## src/rtl/csfd_pkg.sv

```systemverilog
// Package for the CAN signal field decoder.
// Holds the register index codes, the configuration and payload structs.
// Depends on nothing; the RTL files refer to it by scoped names, the testbench imports it.
`default_nettype none

package csfd_pkg;

  localparam int PAYLOAD_BITS = 64;
  localparam int CFG_DATA_W   = 48;
  localparam int CFG_INDEX_W  = 3;
  localparam int QUEUE_DEPTH  = 4;
  localparam int QPTR_W       = $clog2(QUEUE_DEPTH);
  localparam int QCNT_W       = $clog2(QUEUE_DEPTH + 1);
  localparam int SUM_W        = 98;

  localparam logic [CFG_INDEX_W-1:0] REG_START_BIT     = 3'd0;
  localparam logic [CFG_INDEX_W-1:0] REG_SIGNAL_LENGTH = 3'd1;
  localparam logic [CFG_INDEX_W-1:0] REG_SCALE_FACTOR  = 3'd2;
  localparam logic [CFG_INDEX_W-1:0] REG_OFFSET_VALUE  = 3'd3;
  localparam logic [CFG_INDEX_W-1:0] REG_VALUE_SIGNED  = 3'd4;
  localparam logic [CFG_INDEX_W-1:0] REG_MOTOROLA      = 3'd5;
  localparam logic [CFG_INDEX_W-1:0] REG_MUX_ROLE      = 3'd6;
  localparam logic [CFG_INDEX_W-1:0] REG_MUX_MATCH     = 3'd7;

  localparam logic [1:0] ROLE_PLAIN       = 2'd0;
  localparam logic [1:0] ROLE_MULTIPLEXED = 2'd2;

  localparam logic [6:0] MAX_LENGTH = 7'd64;

  typedef struct packed {
    logic [5:0]         start_bit;
    logic [6:0]         signal_length;
    logic signed [31:0] scale_factor;
    logic signed [47:0] offset_value;
    logic               value_is_signed;
    logic               motorola_order;
    logic [1:0]         mux_role;
    logic [7:0]         mux_selector_match;
  } cfg_t;

  typedef struct packed {
    logic [63:0] payload;
    logic [7:0]  current_mux_value;
  } in_t;

  typedef struct packed {
    logic [63:0]        raw_value;
    logic signed [63:0] scaled_value;
    logic               scale_saturated;
    logic               frame_overrun;
    logic               is_active;
    logic [7:0]         mux_value_out;
  } out_t;

  typedef struct packed {
    logic [63:0] raw;
    logic        raw_negative;
    logic        overrun;
    logic        active;
  } qent_t;

endpackage

`default_nettype wire

```

## src/rtl/csfd_front.sv

```systemverilog
// Front end of the CAN signal field decoder: accepts a transaction and
// extracts the signal field with one funnel shifter. Uses csfd_pkg.
`default_nettype none

module csfd_front (
  input  wire logic          start,
  input  wire logic          full,
  input  wire csfd_pkg::cfg_t cfg,
  input  wire csfd_pkg::in_t  item,
  output logic               busy,
  output logic               push,
  output csfd_pkg::qent_t    entry
);

  logic [6:0]   len;
  logic [5:0]   base;
  logic [7:0]   end_pos;
  logic [7:0]   amt;
  logic [127:0] src;
  logic [127:0] shifted;
  logic [63:0]  swapped;
  logic [63:0]  mask;
  logic [63:0]  field;
  logic         extend;

  always_comb begin
    for (int k = 0; k < 8; k++) begin
      swapped[8*k +: 8] = item.payload[8*(7-k) +: 8];
    end
  end

  // In Motorola order the bits form one run in a space where each byte is
  // read from bit 7 down to bit 0; the byte-swapped payload holds that run.
  assign len     = (cfg.signal_length > csfd_pkg::MAX_LENGTH) ? csfd_pkg::MAX_LENGTH
                                                               : cfg.signal_length;
  assign base    = cfg.motorola_order ? {cfg.start_bit[5:3], ~cfg.start_bit[2:0]}
                                      : cfg.start_bit;
  assign end_pos = {2'b00, base} + {1'b0, len};
  assign src     = cfg.motorola_order ? {swapped, 64'd0} : {64'd0, item.payload};
  assign amt     = cfg.motorola_order ? (8'd128 - end_pos) : {2'b00, cfg.start_bit};
  assign shifted = src >> amt;
  assign mask    = (64'd1 << len) - 64'd1;
  assign field   = shifted[63:0] & mask;
  assign extend  = cfg.value_is_signed && (len != csfd_pkg::MAX_LENGTH) &&
                   ((field & (mask ^ (mask >> 1))) != 64'd0);

  assign busy = full;
  assign push = start && !full;

  always_comb begin
    entry.raw          = extend ? (field | ~mask) : field;
    entry.raw_negative = cfg.value_is_signed && entry.raw[63];
    entry.overrun      = end_pos > 8'(csfd_pkg::PAYLOAD_BITS);
    entry.active       = (cfg.mux_role == csfd_pkg::ROLE_MULTIPLEXED) ?
                         (cfg.mux_selector_match == item.current_mux_value) : 1'b1;
  end

endmodule

`default_nettype wire

```

## config.mk

```make
export PLATFORM = sky130hd
export DESIGN_NAME = csfd_front
export DESIGN_NICKNAME = d
export VERILOG_FILES = /design/src/rtl/csfd_pkg.sv /design/src/rtl/csfd_front.sv
export SDC_FILE = /design/constraint.sdc
export NUM_CORES = 1
export LEC_CHECK = 0
export ABC_AREA = 1
export BUFFER_PORTS_ARGS = -buffer_cell sky130_fd_sc_hd__buf_2
export CAP_MARGIN = 20
export CELL_PAD_IN_SITES_DETAIL_PLACEMENT = 0
export CELL_PAD_IN_SITES_GLOBAL_PLACEMENT = 1
export CORE_MARGIN = 2
export CORE_UTILIZATION = 40
export DETAILED_ROUTE_END_ITERATION = 10
export PLACE_DENSITY = 0.91
export RECOVER_POWER = 25
export SLEW_MARGIN = 5
export SYNTH_ARGS = -nofsm -noshare
export SYNTH_HDL_FRONTEND = slang
export SYNTH_SLANG_ARGS = --single-unit
```

## constraint.sdc

```tcl
create_clock -name vclk -period 12.9
set_input_delay 1.935 -clock vclk [all_inputs]
set_output_delay 1.935 -clock vclk [all_outputs]
set_load 0.1 [all_outputs]
```

==> results.toml, run 1 <==
[status]
outcome = "finished, final reports clean"

[place]
gp_congestion = 1.062
dp_hpwl_mm = 59.74
dpl_worst_slack_ns = 2.969
port_buffers = 168

[sta]
clock.fmax_mhz = 98.12
layout_setup_ws_ns = 2.708
rsz0062_at_grt = "no"
hold_viol = 0
timing_max_transition_violations_final = 0
finalSetupViolCount = 0
relSlewSlack_pct = 21.00
tns_ns = 0
fin_crit_ns = 10.19
layout_worst_path_cycle_share_pct = 79.00
max_slew.worst_pin.slew_ns = 1.190

[pwr]
p_sw_share_pct = 78.77
power_density_nw_per_um2 = 119.4
combinationalPowerShare_pct = 100.0
cell_internal_pwr_uw = 406.6
p_clk_share_pct = 0
total_leakage_power_uw = 0.009551
p_switching_uw = 1508
share_seq_of_total_power_pct = 0
peak_supply_drop_mv = 0.1205

[floorplanning]
core_footprint_um2 = 37760
chipWidth_um = 200.1
fp.dieH_um = 200.1
row_count = 71
pin_count = 248
fp.dieArea_um2 = 40020
initial_core_util_pct = 40.73

[cells_and_area]
final_layout_size_suffix_gt1_share_pct = 8.964
sequential_cell_area_um2 = 0
final_net_count = 3559
clkbuf_count = 0
area_growth_syn_to_layout_pct = 4.313
n_sequential_cell = 0

[global_routing]
grt_antenna_before_repair = 1
gr-total-overflow = 0
grt_use_total_pct = 36.97
first_global_vias = 19982
grt_pass1_wl_mm = 114.5
grt_max_degree = 123

[setup_path]
critical_path.most_common_cell = "sky130_fd_sc_hd__nand2_1"
worst-path-max-fanout = 55
criticalPathCategory = "in2out"
cp.required_ns = 10.97
critical-path-top-delay-family = "simple AND/OR/NAND/NOR gates"
critPathMaxStageDelay_ns = 0.71
cp.arrival_ns = 8.26
cp_slowest_cell = "sky130_fd_sc_hd__nor2_4"
setup.worst_path.end_class = "output pin"
path_buf_inv = 5
crit_path_start_kind = "input pin"

[routing]
drc = 0
route.antenna.remaining_nets = 0
first_pass_iteration_count_of_the_detailed_router = 9
vias_per_cell = 5.966
wl_per_cell_um = 19.49
vias = 23153
routed_wl_mm = 75.63
drt-initial-drc-count = 3520

[min_path]
hold_path_class = "in2out"

[clock_network]
cts_setup_buffers = 0
cts.hold.buffers_added = 0
postCtsResizedCells = 0

[synth]
area_share_of_the_largest_cell_type_after_synthesis_pct = 34.03
syn-mean-instance-area_um2 = 4.510
synth_warnings = 0
synth_sequential_area_ratio_pct = 0
synthesis.instances = 3409
post_synth_main_area_contributors = "sky130_fd_sc_hd__nand2_1, sky130_fd_sc_hd__nand3_1, sky130_fd_sc_hd__nor2_1"
yosys-top-cells-count = "sky130_fd_sc_hd__nand2_1, sky130_fd_sc_hd__nand3_1, sky130_fd_sc_hd__nor2_1, sky130_fd_sc_hd__inv_1, sky130_fd_sc_hd__nand4_1"
mappedNetlistNets = 3597
netlist_area_um2 = 15380
netlist.top_cell.by_area = "sky130_fd_sc_hd__nand2_1"
synth_cell_type_count = 45
synth_most_common_cell = "sky130_fd_sc_hd__nand2_1"

[run]
maxCapViolations = 0
[cell usage in the layout (no fill, tap or decap), types with 2 or more instances in the layout]
cell	count
sky130_fd_sc_hd__nand2_8	2
sky130_fd_sc_hd__buf_2	152
sky130_fd_sc_hd__inv_2	16
sky130_fd_sc_hd__nor2_2	18
sky130_fd_sc_hd__nand3_2	10
sky130_fd_sc_hd__nand2_1	1388
sky130_fd_sc_hd__o21ai_2	30
sky130_fd_sc_hd__o21ai_1	10
sky130_fd_sc_hd__buf_4	35
sky130_fd_sc_hd__buf_12	2
sky130_fd_sc_hd__xnor2_1	4
sky130_fd_sc_hd__nand2_2	5
sky130_fd_sc_hd__a21oi_1	41
sky130_fd_sc_hd__or2_2	6
sky130_fd_sc_hd__nand3_1	1012
sky130_fd_sc_hd__o21ai_0	52
sky130_fd_sc_hd__ha_1	7
sky130_fd_sc_hd__nor3_2	2
sky130_fd_sc_hd__nor2_1	203
sky130_fd_sc_hd__xor2_1	8
sky130_fd_sc_hd__nor3_1	4
sky130_fd_sc_hd__nand3b_1	3
sky130_fd_sc_hd__nor2_4	7
sky130_fd_sc_hd__clkbuf_1	15
sky130_fd_sc_hd__clkinv_1	2
sky130_fd_sc_hd__nand4_2	2
sky130_fd_sc_hd__nand2_4	8
sky130_fd_sc_hd__nand4_1	115
sky130_fd_sc_hd__inv_1	193
[power by group through the flow]
| stage | Clock, uW | Sequential (uW) | Combinational (uW) |
|---|---|---|---|
| 3_5_place_dp | 0 | 0 | 1860 |
| 4_1_cts | 0 | 0 | 1860 |
| 5_1_grt | 0 | 0 | 2040 |
| 3_3_place_gp | 0 | 0 | 1860 |
| 6_report | 0.0000614 | 0 | 1920 |
| 2_1_floorplan | 0 | 0 | 1390 |
[kinds of logic after synthesis]
family,Yosys count,synth area share (%)
compound gates,141,5.517
xor+xnor,12,0.6835
fa+ha+maj,9,0.7812
buf+inv,456,12.85
simple gates,2791,80.17
[through the flow]
stage                     power, uW  hold WS, ns  utilization, %  instances  cell area [um2]
after floorplan                1394        4.082               -       3409            15380
after global placement         1856        4.253           42.53       3880            16060
after detailed placement       1857        4.254           42.53       3880            16060
after CTS                      1861        4.254           42.53       3880            16060
after global routing           2043        4.440           42.48       3880            16040
final                          1915        4.422           42.48       3881            16040
[final timing paths]
| kind | from | endpoint | slack (ns) | cells after the start |
|---|---|---|---|---|
| min | cfg[11] | entry[2] | 4.42 | 4 |
| max | cfg[10] | entry[6] | 2.71 | 27 |
[cell type report]
cell class                 count  area, um2
antenna                        1      2.502
timing repair buffer         204       1120
multi-input combinational   2953      13480
fill                        4535      21720
inverter                     212      800.8
tap                          511      639.4
[metal layers]
| metal | wire length [um] | track usage [%] |
|---|---|---|
| met1 | 29500 | 48.47 |
| met2 | 31240 | 56.61 |
| met3 | 9114 | 6.502 |
| met4 | 5781 | 21.98 |
| met5 | 0 | 0 |
No activity file was read; power rests on OpenSTA's default activity.
==> run 2, diff against run 1 <==
--- a/config.mk
+++ b/config.mk
@@ -11,9 +11,9 @@
 export CELL_PAD_IN_SITES_DETAIL_PLACEMENT = 0
 export CELL_PAD_IN_SITES_GLOBAL_PLACEMENT = 1
 export CORE_MARGIN = 2
-export CORE_UTILIZATION = 40
+export CORE_UTILIZATION = 34
 export DETAILED_ROUTE_END_ITERATION = 10
-export PLACE_DENSITY = 0.91
+export PLACE_DENSITY = 0.82
 export RECOVER_POWER = 25
 export SLEW_MARGIN = 5
 export SYNTH_ARGS = -nofsm -noshare
==> constraint.sdc (replaced) <==
create_clock -name vclk -period 8.2
set_input_delay 1.23 -clock vclk [all_inputs]
set_output_delay 1.23 -clock vclk [all_outputs]
set_load 0.1 [all_outputs]
==> results.toml, run 2 (synthesized netlist as in run 1, its figures left out) <==
[cells_and_area]
num-fill-cells = 5217
final_common_cell = "sky130_fd_sc_hd__nand2_1"
final_net_count = 3579
clkbuf_count = 0
final_layout_size_suffix_gt1_share_pct = 9.560
top_library_cells_by_usage_in_the_layout_fill_and_taps_aside = "sky130_fd_sc_hd__nand2_1, sky130_fd_sc_hd__nand3_1, sky130_fd_sc_hd__nor2_1"
post_layout_nonfiller_instances = 3981
antennaDiodeCount = 0
sequential_cell_area_um2 = 0
area_growth_syn_to_layout_pct = 13.24
n_sequential_cell = 0

[global_routing]
first_global_vias = 20171
grt_use_total_pct = 32.93
grt_pass1_wl_mm = 121.4
grt_max_degree = 123
grt_antenna_before_repair = 1
gr-total-overflow = 0

[setup_path]
setup.worst_path.end_class = "output pin"
critical_path.most_common_cell = "sky130_fd_sc_hd__nand2_1"
criticalPathCategory = "in2out"
cp.arrival_ns = 6.53
cp_slowest_cell = "sky130_fd_sc_hd__o21ai_0"
critPathMaxStageDelay_ns = 0.52
cp.required_ns = 6.97
critical-path-top-delay-family = "simple AND/OR/NAND/NOR gates"
crit_path_start_kind = "input pin"
critical_path_depth = 29
path_buf_inv = 7
worst-path-max-fanout = 47

[pwr]
totalPowerFinal_uw = 3402
p_switching_uw = 2450
peak_supply_drop_mv = 0.2090
cell_internal_pwr_uw = 952.4
combinationalPowerShare_pct = 100.0
p_clk_share_pct = 0
total_leakage_power_uw = 0.01002
share_seq_of_total_power_pct = 0
power_density_nw_per_um2 = 195.4
p_sw_share_pct = 72.01

[sta]
relSlewSlack_pct = 21.80
timing_max_transition_violations_final = 0
clock.fmax_mhz = 128.8
layout_setup_ws_ns = 0.4357
hold_viol = 0
whs_ns = 2.996
rsz0062_at_grt = "no"
fin_crit_ns = 7.764
layout_worst_path_cycle_share_pct = 94.69
max_slew.worst_pin.slew_ns = 1.178
finalSetupViolCount = 0

[place]
port_buffers = 168
gp_congestion = 1.050
dpl_worst_slack_ns = 0.5380
dp_cells = 3981
dp_hpwl_mm = 64.73

[routing]
drt-initial-drc-count = 3491
routed_wl_mm = 80.15
first_pass_iteration_count_of_the_detailed_router = 6
route.antenna.remaining_nets = 0
drc = 0
vias_per_cell = 5.792
vias = 23059
wl_per_cell_um = 20.13

[floorplanning]
core_footprint_um2 = 44410
pin_count = 248
row_count = 77
fp.dieArea_um2 = 46940
initial_core_util_pct = 34.62
chipWidth_um = 216.7
fp.dieH_um = 216.7

[status]
outcome = "finished, final reports clean"

[min_path]
timing.hold.worst_path_depth = 4
hold_path_class = "in2out"

[clock_network]
cts.hold.buffers_added = 0
postCtsResizedCells = 0
cts_setup_buffers = 0

[run]
maxCapViolations = 0
==> run 2: cell count changes in the layout (fill, tap and decap cells not counted), sizes merged <==
cell,before,now
buf,189,221
diode,1,0
clkbuf,15,3
==> run 2: per-stage QoR <==
| stage | util, % | cell area (um2) | setup TNS [ns] |
|---|---|---|---|
| final | 39.20 | 17410 | 0 |
| after global routing | 39.20 | 17410 | 0 |
| after CTS | 39.31 | 17460 | 0 |
| after detailed placement | 39.31 | 17460 | 0 |
| after global placement | 39.31 | 17460 | 0 |
| after floorplan | - | 15380 | -0.9477 |
==> run 2: layer usage <==
layer  global-route usage [%]  routed length (um)
met2                    51.93               34550
met5                        0                   0
met3                    3.228                7050
met1                    45.05               34100
met4                    15.18                4452
==> run 2: area by class of cell <==
| cell class | count | area [um2] | area share (%) |
|---|---|---|---|
| multi-input cells | 2953 | 13440 | 77.17 |
| repair buffers | 224 | 2434 | 13.98 |
| inverters | 212 | 800.8 | 4.599 |
| well taps | 592 | 740.7 | 4.254 |
==> run 2: final timing paths <==
check | slack (ns) | endpoint | start
setup / recovery | 0.44 | entry[5] | cfg[92]
hold / removal | 3.00 | entry[2] | cfg[11]
==> run 2: worst min-delay path, delay by kind of cell <==
kind	cells	cell delay [ns]
buffers and inverters	3	0.43
AOI/OAI and AO/OA	1	0.10
==> run 2: power by group through the flow <==
| stage | clock network (uW) | registers, uW | logic [uW] |
|---|---|---|---|
| 5_1_grt | 0 | 0 | 3610 |
| 4_1_cts | 0 | 0 | 3350 |
| 3_3_place_gp | 0 | 0 | 3340 |
| 6_report | 0 | 0 | 3400 |
| 2_1_floorplan | 0 | 0 | 2190 |
| 3_5_place_dp | 0 | 0 | 3340 |
