**src/rtl/csfd_pkg.sv**
```systemverilog
// Package for the CAN signal field decoder.
// Holds the register index codes, the configuration and payload structs.
// Depends on nothing; the RTL files refer to it by scoped names, the testbench imports it.
`default_nettype none

package csfd_pkg;

  localparam int PAYLOAD_BITS = 64;
  localparam int CFG_DATA_W   = 48;
  localparam int CFG_INDEX_W  = 3;
  localparam int QUEUE_DEPTH  = 4;
  localparam int QPTR_W       = $clog2(QUEUE_DEPTH);
  localparam int QCNT_W       = $clog2(QUEUE_DEPTH + 1);
  localparam int SUM_W        = 98;

  localparam logic [CFG_INDEX_W-1:0] REG_START_BIT     = 3'd0;
  localparam logic [CFG_INDEX_W-1:0] REG_SIGNAL_LENGTH = 3'd1;
  localparam logic [CFG_INDEX_W-1:0] REG_SCALE_FACTOR  = 3'd2;
  localparam logic [CFG_INDEX_W-1:0] REG_OFFSET_VALUE  = 3'd3;
  localparam logic [CFG_INDEX_W-1:0] REG_VALUE_SIGNED  = 3'd4;
  localparam logic [CFG_INDEX_W-1:0] REG_MOTOROLA      = 3'd5;
  localparam logic [CFG_INDEX_W-1:0] REG_MUX_ROLE      = 3'd6;
  localparam logic [CFG_INDEX_W-1:0] REG_MUX_MATCH     = 3'd7;

  localparam logic [1:0] ROLE_PLAIN       = 2'd0;
  localparam logic [1:0] ROLE_MULTIPLEXED = 2'd2;

  localparam logic [6:0] MAX_LENGTH = 7'd64;

  typedef struct packed {
    logic [5:0]         start_bit;
    logic [6:0]         signal_length;
    logic signed [31:0] scale_factor;
    logic signed [47:0] offset_value;
    logic               value_is_signed;
    logic               motorola_order;
    logic [1:0]         mux_role;
    logic [7:0]         mux_selector_match;
  } cfg_t;

  typedef struct packed {
    logic [63:0] payload;
    logic [7:0]  current_mux_value;
  } in_t;

  typedef struct packed {
    logic [63:0]        raw_value;
    logic signed [63:0] scaled_value;
    logic               scale_saturated;
    logic               frame_overrun;
    logic               is_active;
    logic [7:0]         mux_value_out;
  } out_t;

  typedef struct packed {
    logic [63:0] raw;
    logic        raw_negative;
    logic        overrun;
    logic        active;
  } qent_t;

endpackage

`default_nettype wire

```
**src/rtl/csfd_queue.sv**
```systemverilog
// Short queue between the front and back ends of the decoder.
// Holds extracted fields in a small register ring. Uses csfd_pkg.
`default_nettype none

module csfd_queue (
  input  wire logic            clk,
  input  wire logic            rst,
  input  wire logic            push,
  input  wire csfd_pkg::qent_t  wr_entry,
  input  wire logic            pop,
  output logic                 avail,
  output logic                 full,
  output csfd_pkg::qent_t      rd_entry
);

  csfd_pkg::qent_t slots [csfd_pkg::QUEUE_DEPTH];
  logic [csfd_pkg::QPTR_W-1:0] wr_ptr;
  logic [csfd_pkg::QPTR_W-1:0] rd_ptr;
  logic [csfd_pkg::QCNT_W-1:0] count;
  logic [csfd_pkg::QCNT_W-1:0] count_next;

  assign avail    = count != '0;
  assign full     = count == csfd_pkg::QCNT_W'(csfd_pkg::QUEUE_DEPTH);
  assign rd_entry = slots[rd_ptr];

  always_comb begin
    count_next = count;
    if (push && !pop) begin
      count_next = count + 1'b1;
    end else if (pop && !push) begin
      count_next = count - 1'b1;
    end
  end

  always_ff @(posedge clk) begin
    if (rst) begin
      wr_ptr <= '0;
      rd_ptr <= '0;
      count  <= '0;
    end else begin
      count <= count_next;
      if (push) begin
        wr_ptr <= wr_ptr + 1'b1;
      end
      if (pop) begin
        rd_ptr <= rd_ptr + 1'b1;
      end
    end
  end

  always_ff @(posedge clk) begin
    if (push) begin
      slots[wr_ptr] <= wr_entry;
    end
  end

endmodule

`default_nettype wire

```
**config.mk**
```make
export PLATFORM = sky130hd
export DESIGN_NAME = csfd_queue
export DESIGN_NICKNAME = d
export VERILOG_FILES = /design/src/rtl/csfd_pkg.sv /design/src/rtl/csfd_queue.sv
export SDC_FILE = /design/constraint.sdc
export NUM_CORES = 1
export LEC_CHECK = 0
export BUFFER_PORTS_ARGS = -buffer_cell sky130_fd_sc_hd__buf_2
export CORE_ASPECT_RATIO = 1.1
export CORE_MARGIN = 8
export CORE_UTILIZATION = 51
export DETAILED_ROUTE_END_ITERATION = 7
export PLACE_DENSITY = 0.75
export SYNTH_ARGS = -nofsm -noshare
export SYNTH_HDL_FRONTEND = slang
export SYNTH_SLANG_ARGS = --single-unit
```
**constraint.sdc**
```tcl
create_clock -name clk -period 2.5 [get_ports clk]
set_input_delay 0 -clock clk [delete_from_list [all_inputs] [get_ports clk]]
set_output_delay 0 -clock clk [all_outputs]
set_load 0.02 [all_outputs]
```
==> results.md, run 1 <==
* Syn_nets at 471
* Switching power total at 0.002348 W
* Reg-to-Reg End: slots[0][51]$_DFFE_PP_
* Synth area leader: edfxtp_1
* Die Area at between 20000 and 25000 µm²
* Overflow after GRT at 0
* Total number of vias at slightly below 5000
* Min-Delay Path Class: in2reg
* Synth cell types at 22
* Slew @ Worst Pin at ~0.52 ns
* Syn avg cell area at between 20 and 30 µm²
* WL/cell at 21.94 µm
* First-pass GRT wire length at around 30000 µm
* Diode count at 0
* CTS tree: yes
* Worst-path fanout max at 35
* Fin crit period at 1.958 ns
* Tot GR Track Use at 16.22%
* Most common cell after layout, fill and taps aside: edfxtp_1
* Die W at 150.4 µm
* Run status: completed
* Clock Tree Buf Depth at 3
* Largest net degree at the start of global routing at 36
* Period utilization at 78.31%
* Reg2reg path depth at 4
* Slew Limit Fails at 0
* Core outline area at 19660 µm²
* Die Y-Extent at roughly 160 µm
* Clock network power share at roughly 36%
* Crit-path slowest cell: mux4_2
* Sw Ratio at 22.57%
* Top area cells in the synthesized netlist: edfxtp_1, mux4_2, dfxtp_1
* Area grow syn2layout at 25.56%
* Clock skew at 0.01398 ns
* Flop pwr share at 52.0%
* Via density at around 5.3
* DRT Wirelength at 19770 µm
* Internal power at 0.008055 W
* Combinational power share at 11.7%
* PortBufs at between 100 and 150
* Worst R2R Start: wr_ptr[0]$_SDFFE_PP0P_
* Max H-tree Level at 1
* Commonest cells after routing, fill and taps aside: edfxtp_1, buf_2, dlygate4sd3_1
* Drt pass-1 iters at 4
* Setup crit end: rd_entry[21]
* Post-CTS setup repair buffer count at 0
* CP arrival at 1.96 ns
* Vias in the first global route at ~5400
* Clk_lat worst skew at 0.53 ns
* FP Rows at 54
* Setup TNS at 0 ns
* Placement Cell Area at 11200 µm²
* Residual DRC count at 0
* Final setup violating endpoints at 0
* Post-synthesis sequential area ratio at roughly four fifths
* Seq cells post-synth at roughly 280
* Pwr/cell area at between 800 and 900 nW/µm²
* Setup CP Type: reg2out
* Peak VDD IR at 0.0005899 V
* Worst slew margin at 65.47%
* Max Cap Viol at 0
* Yosys warns at 0
* Post-route ant nets at 0
* CTS buffer count at 27
* RSZ-0062 raised after global routing: false
* Post-Syn Area at about 10000 µm²
* I/O pins at 140
* CP required at 2.50 ns
* Hold Vio Cnt, Final at 0
* CP cell instances: buf_12 > mux4_2 > buf_2
* Fmax at 0.5108 GHz
* CP max stage delay at 0.60 ns
* Clock root cell: clkbuf_16
* Iter 0 DRT Violations at 284
* Initial antenna violation count at 1
* Initial Utilization at between 50% and 60%
* Gate Count Post-Synth at about 390
* Post-DP HPWL at 12310 µm
* Clk sink count at 277
* Routability cong. at 0.7567
* Final instance area at ~13000 µm²
* R2R setup slack at 0.76 ns
* Clk slew on worst S/H paths at 0.06 ns
* Crit start category: flop
* Layout cells sized above 1 at 39.91%
* Share of the synthesized area in the top cell type at 79.43%
* Layout Nets at 706
* Worst setup EP type: primary output
* Leak at approximately 4.4 nW
-- cell families after synthesis --
| group | synth area share [%] |
|---|---|
| xor+xnor | 0.4323 |
| flops | 81.21 |
| buf+inv | 1.618 |
| mux | 15.09 |
| compound gates | 0.09870 |
| fa+ha+maj | 0.8150 |
| simple gates | 0.7409 |
-- sequential cells by signal, summed over array words and instances (netlist names), named ones only --
name	cells
wr_ptr	2
count	3
rd_ptr	2
slots	268
-- critical path, delay by kind of cell (launching register included) --
family                 cells  cell delay (ns)
buffers and inverters      2             0.47
DFF                        1             0.37
muxes                      1             0.60
-- layer usage --
layer  share of wire, %  GRT usage [%]  vias to the layer above
met5              0.051              0                        -
met4                2.1          4.729                        2
met3                6.9          3.692                       36
met2                 51          28.44                      171
met1                 39          19.73                     2465
li1                   -              -                     2144
-- power groups by stage --
stage | registers (W) | logic (W) | clock network, W
5_1_grt | 0.00543 | 0.00132 | 0.00401
3_3_place_gp | 0.00549 | 0.00114 | 0
2_1_floorplan | 0.00547 | 0.000757 | 0
4_1_cts | 0.00541 | 0.00125 | 0.00385
6_report | 0.00541 | 0.00122 | 0.00377
3_5_place_dp | 0.00551 | 0.00116 | 0
-- synth_stat cells --
cell type  number
a21oi_1         1
and2_1          4
buf_1           3
buf_12          4
buf_2           4
buf_4           3
buf_6           1
clkbuf_1        1
dfxtp_1         9
edfxtp_1      268
fa_1            1
ha_1            5
inv_1           4
mux2i_1         2
mux4_2         67
nand2_1         1
nor2_1          7
nor3b_1         1
o21ai_0         1
or3_1           2
xnor2_1         2
xor2_1          3
-- what timing repair did --
action / 4_1_cts / 5_1_grt
hold buffers: 70 / 0
endpoints found under the hold margin: 277 / 0
gates resized for setup: 0 / 0
-- how the worst min path moves through the flow --
stage / end / cells after the start / slack (ns) / startpoint
floorplan: slots[0][0]$_DFFE_PP_ / 0 / 0.1 / wr_entry[0]
global placement: slots[0][40]$_DFFE_PP_ / 1 / 0.21 / wr_entry[40]
detailed placement: slots[0][0]$_DFFE_PP_ / 1 / 0.22 / wr_entry[0]
CTS: slots[1][9]$_DFFE_PP_ / 2 / 0.20 / wr_entry[9]
global route: slots[3][9]$_DFFE_PP_ / 2 / 0.22 / wr_entry[9]
finish: slots[3][9]$_DFFE_PP_ / 2 / 0.22 / wr_entry[9]
-- metrics by stage --
step           setup WS [ns]  hold slack [ns]  power [W]  cells  util (%)
3_3_place_gp          0.8042           0.2115   0.006627    782     56.95
5_1_grt               0.4350           0.2177    0.01075    901     64.71
3_5_place_dp          0.7564           0.2175   0.006663    782     56.95
4_1_cts               0.4930           0.1981    0.01051    901     64.71
6_report              0.5422           0.2221    0.01040    901     64.71
2_1_floorplan         0.6832          0.09887   0.006227    394         -
-- layout make-up --
type                    instances  area, µm²
flip-flops and latches        277       8235
fillers                      1263       6939
multi-input cells              97       1750
repair buffers                222       1582
clock buffers                  33      698.2
well taps                     252      315.3
clock inverters                16      126.4
inverters                       4      15.01
No activity file was read; power rests on OpenSTA's default activity.
==> inputs of run 2 (changes only) <==
Settings changed: ABC_AREA set to 1.
Clock period 2.5 ns to 1.65 ns, I/O delays scaled along.
==> results.md, run 2 <==
* Most common cell after layout, fill and taps aside: edfxtp_1
* CTS buffer count at 28 (+3.7%)
* CTS tree: yes
* FP Rows at 54 (unchanged)
* Worst slew margin at 81.31% (+16 points)
* Pwr/cell area at 1162 nW/µm² (+42%)
* Via density at 5.720 (+7.0%)
* Seq cells post-synth at 277 (unchanged)
* Final instance area at 14500 µm² (+14%)
* Setup crit end: rd_entry[19]
* Peak VDD IR at 0.0009358 V (+59%)
* Synth area leader: edfxtp_1
* Worst R2R Start: wr_ptr[0]$_SDFFE_PP0P_
* Async set-reset flop share out of synthesis at 0% (unchanged)
* Iter 0 DRT Violations at 562 (+98%)
* Share of the synthesized area in the top cell type at 77.48% (-1.9 points)
* Clock skew at 0.01076 ns (-0.003218 ns)
* Core outline area at 19930 µm² (+1.4%)
* Post-Syn Area at 10390 µm² (+2.5%)
* Slew Limit Fails at 0 (unchanged)
* Post-synthesis sequential area ratio at 79.22% (-2.0 points)
* Vias in the first global route at 7054 (+30%)
* Period utilization at 114.0%
* Post-synth EDFFs at 268 (unchanged)
* CP arrival at 1.88 ns (-0.08 ns)
* Slew @ Worst Pin at 0.2773 ns (-0.2406 ns)
* Max reg flops at 268 (unchanged)
* Hold Vio Cnt, Final at 0 (unchanged)
* DRT Wirelength at 27340 µm (+38%)
* Worst-path fanout max at 9 (-74%)
* Final setup violating endpoints at 63 (+63)
* Top area cells in the synthesized netlist: edfxtp_1, o21ai_0, nor2_1
* Layout cells sized above 1 at 34.15% (-5.8 points)
* Min-Delay Path Class: in2reg
* Initial antenna violation count at 1 (unchanged)
* Total number of vias at 7024 (+46%)
* Synth Area in XOR/XNOR at 0.08433% (-0.35 points)
* Largest family of logic cells by synthesized area: compound AO/OA/AOI/OAI gates
* Run status: finished with violations
* Overflow after GRT at 0 (unchanged)
* Initial Utilization at 52.11% (+0.58 points)
* Max H-tree Level at 1 (unchanged)
* Count leader, synth: edfxtp_1
* Setup CP Type: reg2out
* Die Area at 25190 µm² (+2.2%)
* Commonest cells after routing, fill and taps aside: edfxtp_1, nor2_1, o21ai_1
* Failing checks: negative setup slack
* Routability cong. at 0.7322 (-3.2%)
* Crit start category: flop
* Tot GR Track Use at 19.59% (+3.4 points)
* Post-DP HPWL at 13040 µm (+5.9%)
* R2R setup slack at 0.30 ns (-0.46 ns)
* Max Cap Viol at 0 (unchanged)
* Residual DRC count at 0 (unchanged)
* Hold Slack at 0.2191 ns (-0.002987 ns)
* Critical hold path startpoint: wr_entry[16]
* Gate Count Post-Synth at 707 (+79%)
* Layout Nets at 1030 (+46%)
* Syn_nets at 784 (+66%)
* Synth Area in Adders at 0.7951% (-0.020 points)
* Fin crit period at 1.881 ns
* Commonest cells in the netlist: edfxtp_1, nor2_1, o21ai_0
* Reg2reg path depth at 5 (+1)
* I/O pins at 140 (unchanged)
* Leak at 5.187 nW (+19%)
* Util after Layout at 72.74% (+8.0 points)
* CP required at 1.65 ns (-0.85 ns)
* Die Y-Extent at 165.7 µm (+1.1%)
* Fmax at 0.5316 GHz
* Clock root cell: clkbuf_16
* Clk_lat worst skew at 0.53 ns (about the same)
* RSZ-0062 raised after global routing: true
* WL/cell at 22.27 µm (+1.5%)
* Worst setup EP type: primary output
* Clk slew on worst S/H paths at 0.06 ns (about the same)
* Syn avg cell area at 14.69 µm² (-43%)
* Reg-to-Reg End: slots[2][24]$_DFFE_PP_
* Mux share of post-synthesis cell area at 0% (-15 points)
* Registers with the most flip-flops: slots: 268 flops, count: 3 flops
* Placement Cell Area at 11470 µm² (+2.5%)
* Drt pass-1 iters at 5 (+1)
* First-pass GRT wire length at 39260 µm (+29%)
* Largest net degree at the start of global routing at 47 (+31%)
* Most used DFF post-synth: edfxtp_1
* Final WS setup at -0.2310 ns (-0.7732 ns)
* PortBufs at 139 (unchanged)
* Post-synthesis compound-gate area fraction at 10.88% (+11 points)
* Synth Area in Simple Gates at 5.614% (+4.9 points)
* Area grow syn2layout at 39.59%
* Yosys warns at 0 (unchanged)
* Clk sink count at 277 (unchanged)
* Largest Register: slots
* Clock Tree Buf Depth at 3 (unchanged)
* Synth cell types at 23 (+4.5%)
* Die W at 152.1 µm (+1.1%)
* Post-route ant nets at 0 (unchanged)
==> run 2: cell count changes in the layout (fill, tap and decap cells not counted), sizes merged, moves of 10 or more <==
cell,change
o21ai,+138
nor2,+134
mux4,-67
o22ai,+67
buf,+24
clkbuf,+19
inv,+10
==> run 2: cells by family after synthesis <==
group	after synthesis
AOI/OAI and AO/OA	209
buffers and inverters	60
and+or+nand+nor	154
xor gates and xnor gates	1
DFF	277
adders and majority gates	6
==> run 2: cell type report <==
cell class / count / area, µm²
sequential: 277 / 8238
fill: 1160 / 5434
timing repair buffer: 257 / 2639
multi-input combinational: 370 / 2286
clock buffer: 42 / 794.5
tap: 252 / 315.3
clock inverter: 10 / 105.1
inverter: 17 / 97.59
timing repair inverter: 2 / 20.02
antenna: 1 / 2.502
==> run 2: critical path, cell delays in order (launching register included) <==
cell and delay, ns:
dfxtp_4 0.37, buf_12 0.14, buf_12 0.17, clkbuf_16 0.19, nor2_1 0.07, o22ai_1 0.22
buf_4 0.20
==> run 2: layer usage <==
layer / GRT usage (%) / vias to the layer above / wire length [µm]
met3: 3.826 / 48 / 1951
li1: - / 3156 / -
met5: 0 / - / 0
met2: 34.17 / 320 / 14040
met1: 24.28 / 3500 / 10790
met4: 5.959 / 0 / 554
==> run 2: per-stage QoR <==
| step | std cells | setup slack (ns) | TNS [ns] | total power, W |
|---|---|---|---|---|
| after CTS | 1218 | -0.1486 | -5.419 | 0.01648 |
| after floorplan | 707 | -0.3126 | -80.84 | 0.009247 |
| after global placement | 1078 | 0.3331 | 0 | 0.009887 |
| final | 1228 | -0.2310 | -4.216 | 0.01684 |
| after detailed placement | 1078 | 0.3134 | 0 | 0.009924 |
| after global routing | 1228 | -0.2383 | -8.229 | 0.01736 |
==> run 2: worst min path at each step <==
stage	cells after the start	slack (ns)	end
after detailed placement	2	0.18	count[0]$_SDFFE_PP0P_
after CTS	2	0.20	slots[3][65]$_DFFE_PP_
after global routing	2	0.22	slots[1][65]$_DFFE_PP_
final	2	0.22	slots[3][16]$_DFFE_PP_
after floorplan	1	0.07	count[0]$_SDFFE_PP0P_
after global placement	2	0.18	count[0]$_SDFFE_PP0P_
==> run 2: where the power goes <==
group          switching (W)  total (W)  internal [W]
clock network        0.00250    0.00614       0.00364
registers           0.000104    0.00814       0.00804
logic                0.00144    0.00256       0.00112
==> run 2: repair_timing <==
item / in CTS / in global routing
buffers inserted: 8 / 0
hold buffers: 71 / 0
hold endpoints to repair: 277 / 0
pin swaps: 17 / 34
gates resized for setup: 156 / 171
endpoints found under the setup margin: 67 / 67
cloned: 9 / 11
==> inputs of run 3 (changes only) <==
Settings changed: SETUP_SLACK_MARGIN set to 0.02.
==> results.md, run 3 (synthesis gave the netlist of run 2 again) <==
* Run status: finished with violations
* Max reg flops at 268 (unchanged)
* WL/cell at 21.91 µm (-1.6%)
* Area grow syn2layout at 36.89%
* PortBufs at 139 (unchanged)
* Worst setup EP type: primary output
* Registers with the most flip-flops: slots: 268 flops, count: 3 flops
* Die Area at 25190 µm² (unchanged)
* Combinational power share at 14.5% (-0.7 points)
* Commonest cells after routing, fill and taps aside: edfxtp_1, nor2_1, buf_2
* Design Power at 0.01668 W (-0.93%)
* Core outline area at 19930 µm² (unchanged)
* # fillers at 1182 (+1.9%)
* Final setup violating endpoints at 67 (+6.3%)
* Clock skew at 0.007374 ns (-0.003387 ns)
* Largest net degree at the start of global routing at 47 (unchanged)
* Layout Nets at 1028 (-0.19%)
* Slew Limit Fails at 0 (unchanged)
* Most common cell after layout, fill and taps aside: edfxtp_1
* Total number of vias at 7010 (-0.20%)
* First-pass GRT wire length at 38150 µm (-2.8%)
* Max H-tree Level at 1 (unchanged)
* I/O pins at 140 (unchanged)
* Util after Layout at 71.33% (-1.4 points)
* Overflow after GRT at 0 (unchanged)
* Final instance area at 14220 µm² (-1.9%)
* Residual DRC count at 0 (unchanged)
* Die Y-Extent at 165.7 µm (unchanged)
* Routability cong. at 0.7322 (unchanged)
* Clock network power share at 36.7% (+0.2 points)
* Switching power total at 0.003979 W (-1.6%)
* Clk_lat worst skew at 0.52 ns (about the same)
* Clock Tree Buf Depth at 3 (unchanged)
* Period utilization at 108.6% (-5.4 points)
* CTS tree: yes
* Placed Instances at 1078 (unchanged)
* Placement Cell Area at 11470 µm² (unchanged)
* Die W at 152.1 µm (unchanged)
* CTS buffer count at 28 (unchanged)
* Fmax at 0.5580 GHz (+5.0%)
* Layout cells sized above 1 at 33.40% (-0.75 points)
* Finished Layout Cells at 1227 (-0.081%)
* Flop pwr share at 48.8% (+0.5 points)
* CP arrival at 1.79 ns (-0.09 ns)
* CP required at 1.65 ns (about the same)
* Iter 0 DRT Violations at 638 (+14%)
* Fin crit period at 1.792 ns (-0.08883 ns)
* FP Rows at 54 (unchanged)
* Internal power at 0.01270 W (-0.71%)
* Post-route ant nets at 0 (unchanged)
* Peak VDD IR at 0.0009381 V (+0.24%)
* Clk slew on worst S/H paths at 0.06 ns (about the same)
* Worst-path fanout max at 15 (+6)
* FF+latch area at 8235 µm² (about the same)
* Post-DP HPWL at 13040 µm (unchanged)
* Placement Setup Slack at 0.3134 ns (unchanged)
* Slew @ Worst Pin at 0.2654 ns (-0.01196 ns)
* Largest Register: slots
* Sw Ratio at 23.85% (-0.17 points)
* Pwr/cell area at 1173 nW/µm² (+1.0%)
* Min-Delay Path Class: in2reg
* Leak at 5.096 nW (-1.8%)
* Via density at 5.713 (-0.12%)
* Failing checks: negative setup slack
* DRT Wirelength at 26880 µm (-1.7%)
* Tot GR Track Use at 18.92% (-0.67 points)
* Setup CP Type: reg2out
* Initial Utilization at 52.11% (unchanged)
* Clk sink count at 277 (unchanged)
* Worst slew margin at 82.12% (+0.81 points)
* Crit start category: flop
* Vias in the first global route at 6829 (-3.2%)
* Max Cap Viol at 0 (unchanged)
* Multi-input gate area at 2170 µm² (-5.1%)
* Final WS setup at -0.1422 ns (+0.08883 ns)
* Initial antenna violation count at 2 (+1)
* Drt pass-1 iters at 5 (unchanged)
* Hold Vio Cnt, Final at 0 (unchanged)
* Clock root cell: clkbuf_16
* RSZ-0062 raised after global routing: true
run 3: changes by cell type in the layout (fill, tap and decap cells not counted), sizes merged:
cell / delta
clkbuf: -2
diode: +1
clkinv: +1
inv: -2
buf: +1
run 3: metrics by stage:
step	TNS [ns]	hold slack, ns
after global placement	0	0.1832
after detailed placement	0	0.1838
after global routing	-10.09	0.2230
final	-4.858	0.2238
after floorplan	-80.84	0.07238
after CTS	-6.435	0.2046
run 3: routing by layer:
layer	wire length, µm	vias up	track usage (%)	part of all wire, %
li1	-	3145	-	-
met1	10520	3472	24.01	39
met2	13670	348	32.58	51
met3	2200	45	3.540	8.2
met4	490	0	5.524	1.8
met5	0	-	0	0
run 3: final timing paths:
kind                     startpoint                      to  slack [ns]  depth (start not counted)
max                            flop            rd_entry[17]       -0.14                          6
min                    wr_entry[65]  slots[0][65]$_DFFE_PP_        0.22                          2
max reg2reg  wr_ptr[0]$_SDFFE_PP0P_  slots[2][49]$_DFFE_PP_        0.29                          5
min reg2reg  rd_ptr[1]$_SDFFE_PP0P_                    flop        0.45                          1
run 3: critical path, stage by stage (launching register included):
cell and delay (ns):
dfxtp_4 0.36, buf_12 0.15, clkinv_16 0.11, buf_16 0.18
o21ai_1 0.18, o22ai_2 0.11, buf_4 0.17
run 3: what timing repair did:
item                                    CTS  global route
buffers inserted                          3             5
pin swaps                                 8            12
gates cloned                              5            13
hold endpoints to repair                277             0
hold buffers                             71             0
resized for setup                       126           149
endpoints found under the setup margin   67            67
run 3: power by group through the flow:
| stage | logic, W | registers (W) | clock network [W] |
|---|---|---|---|
| after global placement | 0.00164 | 0.00825 | 0 |
| after floorplan | 0.000996 | 0.00825 | 0 |
| final | 0.00242 | 0.00814 | 0.00613 |
| after detailed placement | 0.00167 | 0.00826 | 0 |
| after CTS | 0.00208 | 0.00812 | 0.00616 |
| after global routing | 0.00257 | 0.00816 | 0.00649 |
run 3: cell type report:
cell class	instances	area share, %
repair buffers	256	17.42
flip-flops and latches	277	57.92
inverters	17	0.7392
clock buffers	42	5.588
multi-input cells	370	15.26
clock inverters	10	0.7392
repair inverters	1	0.07920
well taps	252	2.218
diodes	2	0.03520
